## src/hw/rtl/psrl_pkg.sv

```systemverilog
`timescale 1ns / 1ps
package psrl_pkg;

    localparam int TABLE_DEPTH = 32;
    localparam int IDX_W       = $clog2(TABLE_DEPTH);
    localparam int USED_W      = $clog2(TABLE_DEPTH + 1);
    localparam int KEY_W       = 52;
    localparam int TIME_W      = 32;
    localparam int CTR_W       = 16;
    localparam int CMD_W       = 3;
    localparam int CFG_ADDR_W  = 3;
    localparam int CFG_DATA_W  = 32;
    localparam int S_DATA_W    = 88;
    localparam int M_DATA_W    = 16;

    localparam logic [CTR_W-1:0] CTR_MAX = '1;

    // operation codes
    localparam logic [CMD_W-1:0] CMD_CHECK_CMD   = 3'd0;
    localparam logic [CMD_W-1:0] CMD_CHECK_REPLY = 3'd1;
    localparam logic [CMD_W-1:0] CMD_ACCEPTED    = 3'd2;
    localparam logic [CMD_W-1:0] CMD_REJECTED    = 3'd3;
    localparam logic [CMD_W-1:0] CMD_REPLY_SENT  = 3'd4;
    localparam logic [CMD_W-1:0] CMD_QUERY       = 3'd5;
    // spare codes, no effect
    localparam logic [CMD_W-1:0] CMD_RSVD_A      = 3'd6;
    localparam logic [CMD_W-1:0] CMD_RSVD_B      = 3'd7;

    // result status codes
    localparam logic [1:0] ST_OK            = 2'd0;
    localparam logic [1:0] ST_IGNORED       = 2'd1;
    localparam logic [1:0] ST_RATE_LIMITED  = 2'd2;
    localparam logic [1:0] ST_REPLY_LIMITED = 2'd3;

    // configuration register indexes
    localparam logic [CFG_ADDR_W-1:0] CFG_RATE_EN    = 3'd0;
    localparam logic [CFG_ADDR_W-1:0] CFG_CMD_WIN    = 3'd1;
    localparam logic [CFG_ADDR_W-1:0] CFG_CMD_LIMIT  = 3'd2;
    localparam logic [CFG_ADDR_W-1:0] CFG_REPLY_WIN  = 3'd3;
    localparam logic [CFG_ADDR_W-1:0] CFG_REPLY_LIM  = 3'd4;
    localparam logic [CFG_ADDR_W-1:0] CFG_AUTO_EN    = 3'd5;
    localparam logic [CFG_ADDR_W-1:0] CFG_REJ_THR    = 3'd6;
    localparam logic [CFG_ADDR_W-1:0] CFG_IGN_DUR    = 3'd7;

    typedef enum logic [3:0] {
        S_IDLE,
        S_DISPATCH,
        S_RD,
        S_CMP,
        S_ALLOC,
        S_EXPIRE,
        S_UPDATE,
        S_WRITE,
        S_DONE
    } t_state;

    typedef struct packed {
        logic              rate_en;
        logic [TIME_W-1:0] cmd_win;
        logic [CTR_W-1:0]  cmd_limit;
        logic [TIME_W-1:0] reply_win;
        logic [CTR_W-1:0]  reply_limit;
        logic              auto_en;
        logic [CTR_W-1:0]  rej_thr;
        logic [TIME_W-1:0] ign_dur;
    } t_cfg;

    typedef struct packed {
        logic [KEY_W-1:0]  key;
        logic [TIME_W-1:0] touch_time;
        logic [TIME_W-1:0] cmd_ws;
        logic [CTR_W-1:0]  cmd_cnt;
        logic [TIME_W-1:0] reply_ws;
        logic [CTR_W-1:0]  reply_cnt;
        logic [TIME_W-1:0] rej_ws;
        logic [CTR_W-1:0]  rej_cnt;
        logic              ign_flag;
        logic [TIME_W-1:0] ign_until;
    } t_rec;

    typedef struct packed {
        logic start;
        logic rd;
        logic cmp;
        logic alloc;
        logic expire;
        logic update;
        logic write;
    } t_dp_cmd;

    typedef struct packed {
        logic no_op;
        logic query;
        logic used_zero;
        logic hit;
        logic last;
    } t_dp_sts;

    function automatic logic window_over(input logic [TIME_W-1:0] start,
                                         input logic [TIME_W-1:0] now,
                                         input logic [TIME_W-1:0] len);
        return (start == '0) || (now < start) || ((now - start) >= len);
    endfunction

    function automatic logic [CTR_W-1:0] sat_inc(input logic [CTR_W-1:0] c);
        return (c == CTR_MAX) ? CTR_MAX : c + 1'b1;
    endfunction

endpackage

```

## src/hw/rtl/psrl_ctrl.sv

```systemverilog
`timescale 1ns / 1ps
module psrl_ctrl (
    input  logic              i_clk,
    input  logic              i_rst_n,
    input  logic              i_in_fire,
    input  logic              i_out_free,
    input  psrl_pkg::t_dp_sts i_sts,
    output psrl_pkg::t_dp_cmd o_cmd,
    output logic              o_in_ready,
    output logic              o_out_load
);
    import psrl_pkg::*;

    t_state r_state, n_state;

    always_ff @(posedge i_clk) begin
        if (!i_rst_n) begin
            r_state <= S_IDLE;
        end else begin
            r_state <= n_state;
        end
    end

    always_comb begin
        n_state = r_state;
        unique case (r_state)
            S_IDLE: begin
                if (i_in_fire) n_state = S_DISPATCH;
            end
            S_DISPATCH: begin
                if (i_sts.no_op) n_state = S_DONE;
                else if (i_sts.used_zero) n_state = i_sts.query ? S_DONE : S_ALLOC;
                else n_state = S_RD;
            end
            S_RD: n_state = S_CMP;
            S_CMP: begin
                if (i_sts.hit) n_state = S_EXPIRE;
                else if (i_sts.last) n_state = i_sts.query ? S_DONE : S_ALLOC;
                else n_state = S_RD;
            end
            S_ALLOC:  n_state = S_EXPIRE;
            S_EXPIRE: n_state = S_UPDATE;
            S_UPDATE: n_state = S_WRITE;
            S_WRITE:  n_state = S_DONE;
            S_DONE: begin
                if (i_out_free) n_state = S_IDLE;
            end
            default: n_state = S_IDLE;
        endcase
    end

    always_comb begin
        o_cmd      = '0;
        o_in_ready = 1'b0;
        o_out_load = 1'b0;
        unique case (r_state)
            S_IDLE: begin
                o_in_ready  = 1'b1;
                o_cmd.start = i_in_fire;
            end
            S_RD:     o_cmd.rd     = 1'b1;
            S_CMP:    o_cmd.cmp    = 1'b1;
            S_ALLOC:  o_cmd.alloc  = 1'b1;
            S_EXPIRE: o_cmd.expire = 1'b1;
            S_UPDATE: o_cmd.update = 1'b1;
            S_WRITE:  o_cmd.write  = 1'b1;
            S_DONE:   o_out_load   = i_out_free;
            default: ;
        endcase
    end

    assert property (@(posedge i_clk) disable iff (!i_rst_n)
        (r_state == S_WRITE) |-> ($past(r_state) == S_UPDATE))
        else $error("write without update");
    assert property (@(posedge i_clk) disable iff (!i_rst_n)
        (r_state == S_CMP) |-> ($past(r_state) == S_RD))
        else $error("compare without read");
    assert property (@(posedge i_clk) disable iff (!i_rst_n)
        o_in_ready |-> !o_out_load)
        else $error("accept and deliver overlap");

endmodule

```

## config.mk

```make
export PLATFORM = sky130hd
export DESIGN_NAME = psrl_ctrl
export DESIGN_NICKNAME = d
export VERILOG_FILES = /design/src/hw/rtl/psrl_pkg.sv /design/src/hw/rtl/psrl_ctrl.sv
export SDC_FILE = /design/constraint.sdc
export NUM_CORES = 1
export LEC_CHECK = 0
export ABC_AREA = 1
export BUFFER_PORTS_ARGS = -buffer_cell sky130_fd_sc_hd__clkbuf_2
export CAP_MARGIN = 20
export CORE_AREA = 2 2 39 41
export CTS_BUF_LIST = sky130_fd_sc_hd__clkbuf_16
export CTS_CLUSTER_DIAMETER = 30
export DETAILED_ROUTE_END_ITERATION = 10
export DIE_AREA = 0 0 41 43
export GPL_ROUTABILITY_DRIVEN = 0
export RECOVER_POWER = 100
export SLEW_MARGIN = 20
export SYNTH_ARGS = -nofsm -noshare
export SYNTH_HDL_FRONTEND = slang
export SYNTH_SLANG_ARGS = --single-unit
export TNS_END_PERCENT = 100
```

## constraint.sdc

```tcl
create_clock -name i_clk -period 1.1 [get_ports i_clk]
set_clock_uncertainty 0.2 [all_clocks]
set_input_delay 0.22 -clock i_clk [delete_from_list [all_inputs] [get_ports i_clk]]
set_output_delay 0.22 -clock i_clk [all_outputs]
set_load 0.02 [all_outputs]
```

After elaboration in Yosys (flattened, before gate mapping)
Cells that the tools add are included.
Cells by class
  equality and inequality tests: 10
  multiplexer cells: 17
  reductions and logical operators: 2
Operators by type and width (count)
  4-bit one-hot mux with 9 select lines: 1
  4-bit two-way mux: 7
  4-bit by 3-bit equality test with 1-bit output (second input constant): 4
  1-bit two-way mux: 9
  4-bit by 2-bit equality test with 1-bit output (second input constant): 2
  4-bit by 1-bit equality test with 1-bit output (second input constant): 1
  4-bit equality test (second input constant): 1
  4-bit zero test: 1
  2-bit != test (second input constant): 2
  2-bit AND reduction: 1
Storage, ports and cells
  register bits after elaboration: 4
  input bits: 9
  output and inout port bits: 9
  logic and storage cells: 30

Depth between registers and ports, before layout
  word-level depth: 4
  depth in mapped cells: 7
  gate-level depth less buffers: 7

Least setup slack after synthesis
No wires, ideal clock.
  path kind: register to output
  start: register r_state[1]
  end: output o_cmd[6] (netlist name)
  arrival: 1073 ps
  required time: 680 ps
  setup slack: -393 ps
  cell stages (with the launch flop): 4
  path buffers: 0
  cell sequence: dfxtp_1 > nor2_1 > inv_1 > nor3_1
RTL lines
  from (decl): line psrl_ctrl.sv:14  | t_state r_state, n_state;
  from (signal assigned): line psrl_ctrl.sv:20  | r_state <= n_state;
  to (decl): line psrl_ctrl.sv:8  | output psrl_pkg::t_dp_cmd o_cmd,

==> results by group <==
Synth
  • Ys Warns: 0
  • Distinct cells, synth: 12
  • Syn Nets: 77
  • Post-synth ARST share: 0%
  • Cells after synthesis: 68
  • Leading post-synthesis cells by cell area: dfxtp_1 22%, inv_1 16%, nor2_1 13%
  • Top-count cell post-synth: inv_1
  • Synth Register Bits: 4
  • Syn avg cell area: 5.37 um^2
  • Post-synth top cells: 16 x inv_1, 13 x nor2_1, 11 x nand2_1
  • Commonest register cell after synthesis: dfxtp_1
  • Share of the synthesized area in the top cell type: 21.9%
  • Cell Area, Synth: 365 um^2
  • Sequential area share after synthesis: 21.9%
  • Synth area leader: dfxtp_1
  • EDFF count, synth: 0

Detailed routing
  • DRC errors left: 0
  • DRT Wirelength: 1170 um
  • Via count of the routed design: 498
  • Vias per cell: 4.41
  • Pre-antenna DRT Iters: 3
  • DRT iter0 DRCs: 2
  • Post-DRT Antenna Nets: 0
  • Routed WL per cell: 10.3 um

Final layout
  • Top flop regs: r_state: 4 flops
  • # diodes: 0
  • Final non-filler cell area: 846 um^2
  • Layout Nets: 108
  • Area delta synth->final: 132%
  • Largest register FFs: 4
  • Final std cells w/o fill: 113
  • Layout cell share with drive strength beyond 1: 66.0%
  • Top reg by flops: r_state

Worst hold path
  • Min-delay src: i_rst_n
  • HP Class: in2reg
  • Worst hold path endpoint: r_state[1]
  • Hold path depth: 3

Power
  • Power Density: 1330 mW/mm^2
  • LEAKAGE: 0.441 nW
  • Total chip power: 1.13 mW
  • Maximum vdd ir drop: 0.903 mV

Place
  • I/O Buffers: 17
  • Post-detail-place hpwl: 815 um
  • Placed Area: 567 um^2
  • Cells after DPL: 105

GRT
  • First-pass GRT wire length: 1790 um
  • Most crowded layer after global routing: met2
  • Grt ovf: 0
  • Antenna violations before repair: 0
  • GRT met1 Usage: 15.1%
  • Largest net degree at the start of global routing: 6
  • Met2 Use GR: 27.2%
  • GRT met3 Usage: 3.14%
  • Vias in the first global route: 481
  • Tot GR Track Use: 15.6%

Timing
  • FMAX: 670 MHz
  • Tightest Pin Transition: 0.363 ns
  • Pins Over Slew Limit: 0
  • Tcrit/Tclk final: 136%
  • Min Tclk post-route: 1.49 ns
  • Unrepaired setup endpoints after global routing: yes
  • Final worst-path setup slack: -0.392 ns
  • Final setup viols: 13
  • Hold Fails Final Rpt: 0
  • Relative slew slack: 75.5%

Setup path
  • Worst Setup Start Kind: flop
  • Worst R2R Start: r_state[2]
  • Critical-path top delay cell: dfxtp_2
  • CP Data Arrival Time: 1.07 ns
  • CP Cell Sequence: nor2_4 -> inv_2 -> nor3_4 -> clkbuf_8
  • Max stage delay on crit path: 0.34 ns
  • Reg2reg end: r_state[1]
  • Setup CP Type: reg2out
  • Critical path peak fanout: 5
  • Crit. End Element: primary output
  • Worst reg2reg setup slack: -0.16 ns
  • CP delay by family, top: flip-flops
  • CP bufs+invs: 2
  • Critical path required time: 0.68 ns
  • Worst reg2reg path depth: 8

Floorplanning
  • Initial Util: 26.4%
  • CORE AREA: 0.00138 mm^2
  • Die Area: 0.00176 mm^2
  • Die width: 41 um
  • Boundary Pins: 18
  • Num rows: 14
  • Die span in y: 43 um

Clock tree
  • TritonCTS clock tree: built
  • Num Clock Sinks: 4
  • CTS H-tree depth: 1
  • Clock latency on the worst-skew pair: 0.23 ns
  • CTS root buf: clkbuf_16
  • Clk buf depth: 2
  • Cts bufs inserted: 3
  • Reg clk slew, reported paths: 0.03 ns

Flow run
  • Max-Cap Viols: 0

Status
  • Violated checks: setup timing
  • Status: complete, but fails checks
-- layout by cell type (no fill, tap or decap), drive strengths merged --
master  Yosys  routed
clkbuf      0      16
nand2      15      15
nor2       16      16
dfxtp       4       4
nand4       3       3
nand3       9       9
nor3        2       2
o21ai       1       1
buf         0      13
inv        18      18
-- what timing repair did --
item / in CTS / in global routing
pin swaps: 11 / 9
hold buffers: 0 / 0
buffers inserted: 4 / 1
resized for setup: 29 / 16
endpoints found under the setup margin: 13 / 13
-- per-layer routing --
layer,part of all wire [%],vias up
met5,0,-
met4,1.8,0
met3,3.0,2
met2,54,13
met1,41,218
li1,-,265
-- worst max path at each step --
stage | slack (ns) | cells after the start | end | start
floorplan | -0.12 | 3 | o_cmd[6] | r_state[0]
finish | -0.39 | 4 | o_cmd[6] | r_state[0]
CTS | -0.40 | 4 | o_cmd[5] | r_state[0]
global route | -0.44 | 4 | o_cmd[6] | r_state[0]
detailed placement | -0.21 | 4 | o_cmd[6] | r_state[0]
global placement | -0.20 | 4 | o_cmd[6] | r_state[0]
-- worst min-delay path: stages --
cell,delay (ns)
clkbuf_2,0.10
nand2_1,0.05
inv_1,0.04
-- power breakdown --
part           leakage [nW]  internal (mW)  switching (mW)
registers            0.0353          0.161          0.0291
clock network        0.0370          0.464           0.101
logic                 0.369          0.171           0.202
total                 0.441          0.797           0.332
-- stage by stage --
stage / hold slack, ns / setup slack [ns] / util (%) / setup TNS (ns)
after floorplan: 0.118 / -0.123 / - / -0.693
after global placement: 0.236 / -0.197 / 41.0 / -1.62
after detailed placement: 0.242 / -0.213 / 41.0 / -1.67
after CTS: 0.0104 / -0.401 / 57.7 / -3.89
after global routing: 0.0315 / -0.438 / 61.1 / -4.32
final: 0.00865 / -0.392 / 61.1 / -3.68
-- logic make-up (layout without fill, tap and decap cells) --
logic type | Yosys count | count (layout) | share of synthesized area [%]
compound gates | 1 | 1 | 1.37
buf+inv | 18 | 47 | 18.5
simple gates | 45 | 45 | 58.2
flops | 4 | 4 | 21.9
-- area by class of cell --
class | instances | area (um^2)
fillers | 137 | 538
clock buffers | 3 | 75.1
well taps | 16 | 20.0
flip-flops and latches | 4 | 92.6
multi-input cells | 46 | 347
repair buffers | 26 | 229
inverters | 18 | 82.6
(Power assumes the default switching activity.)
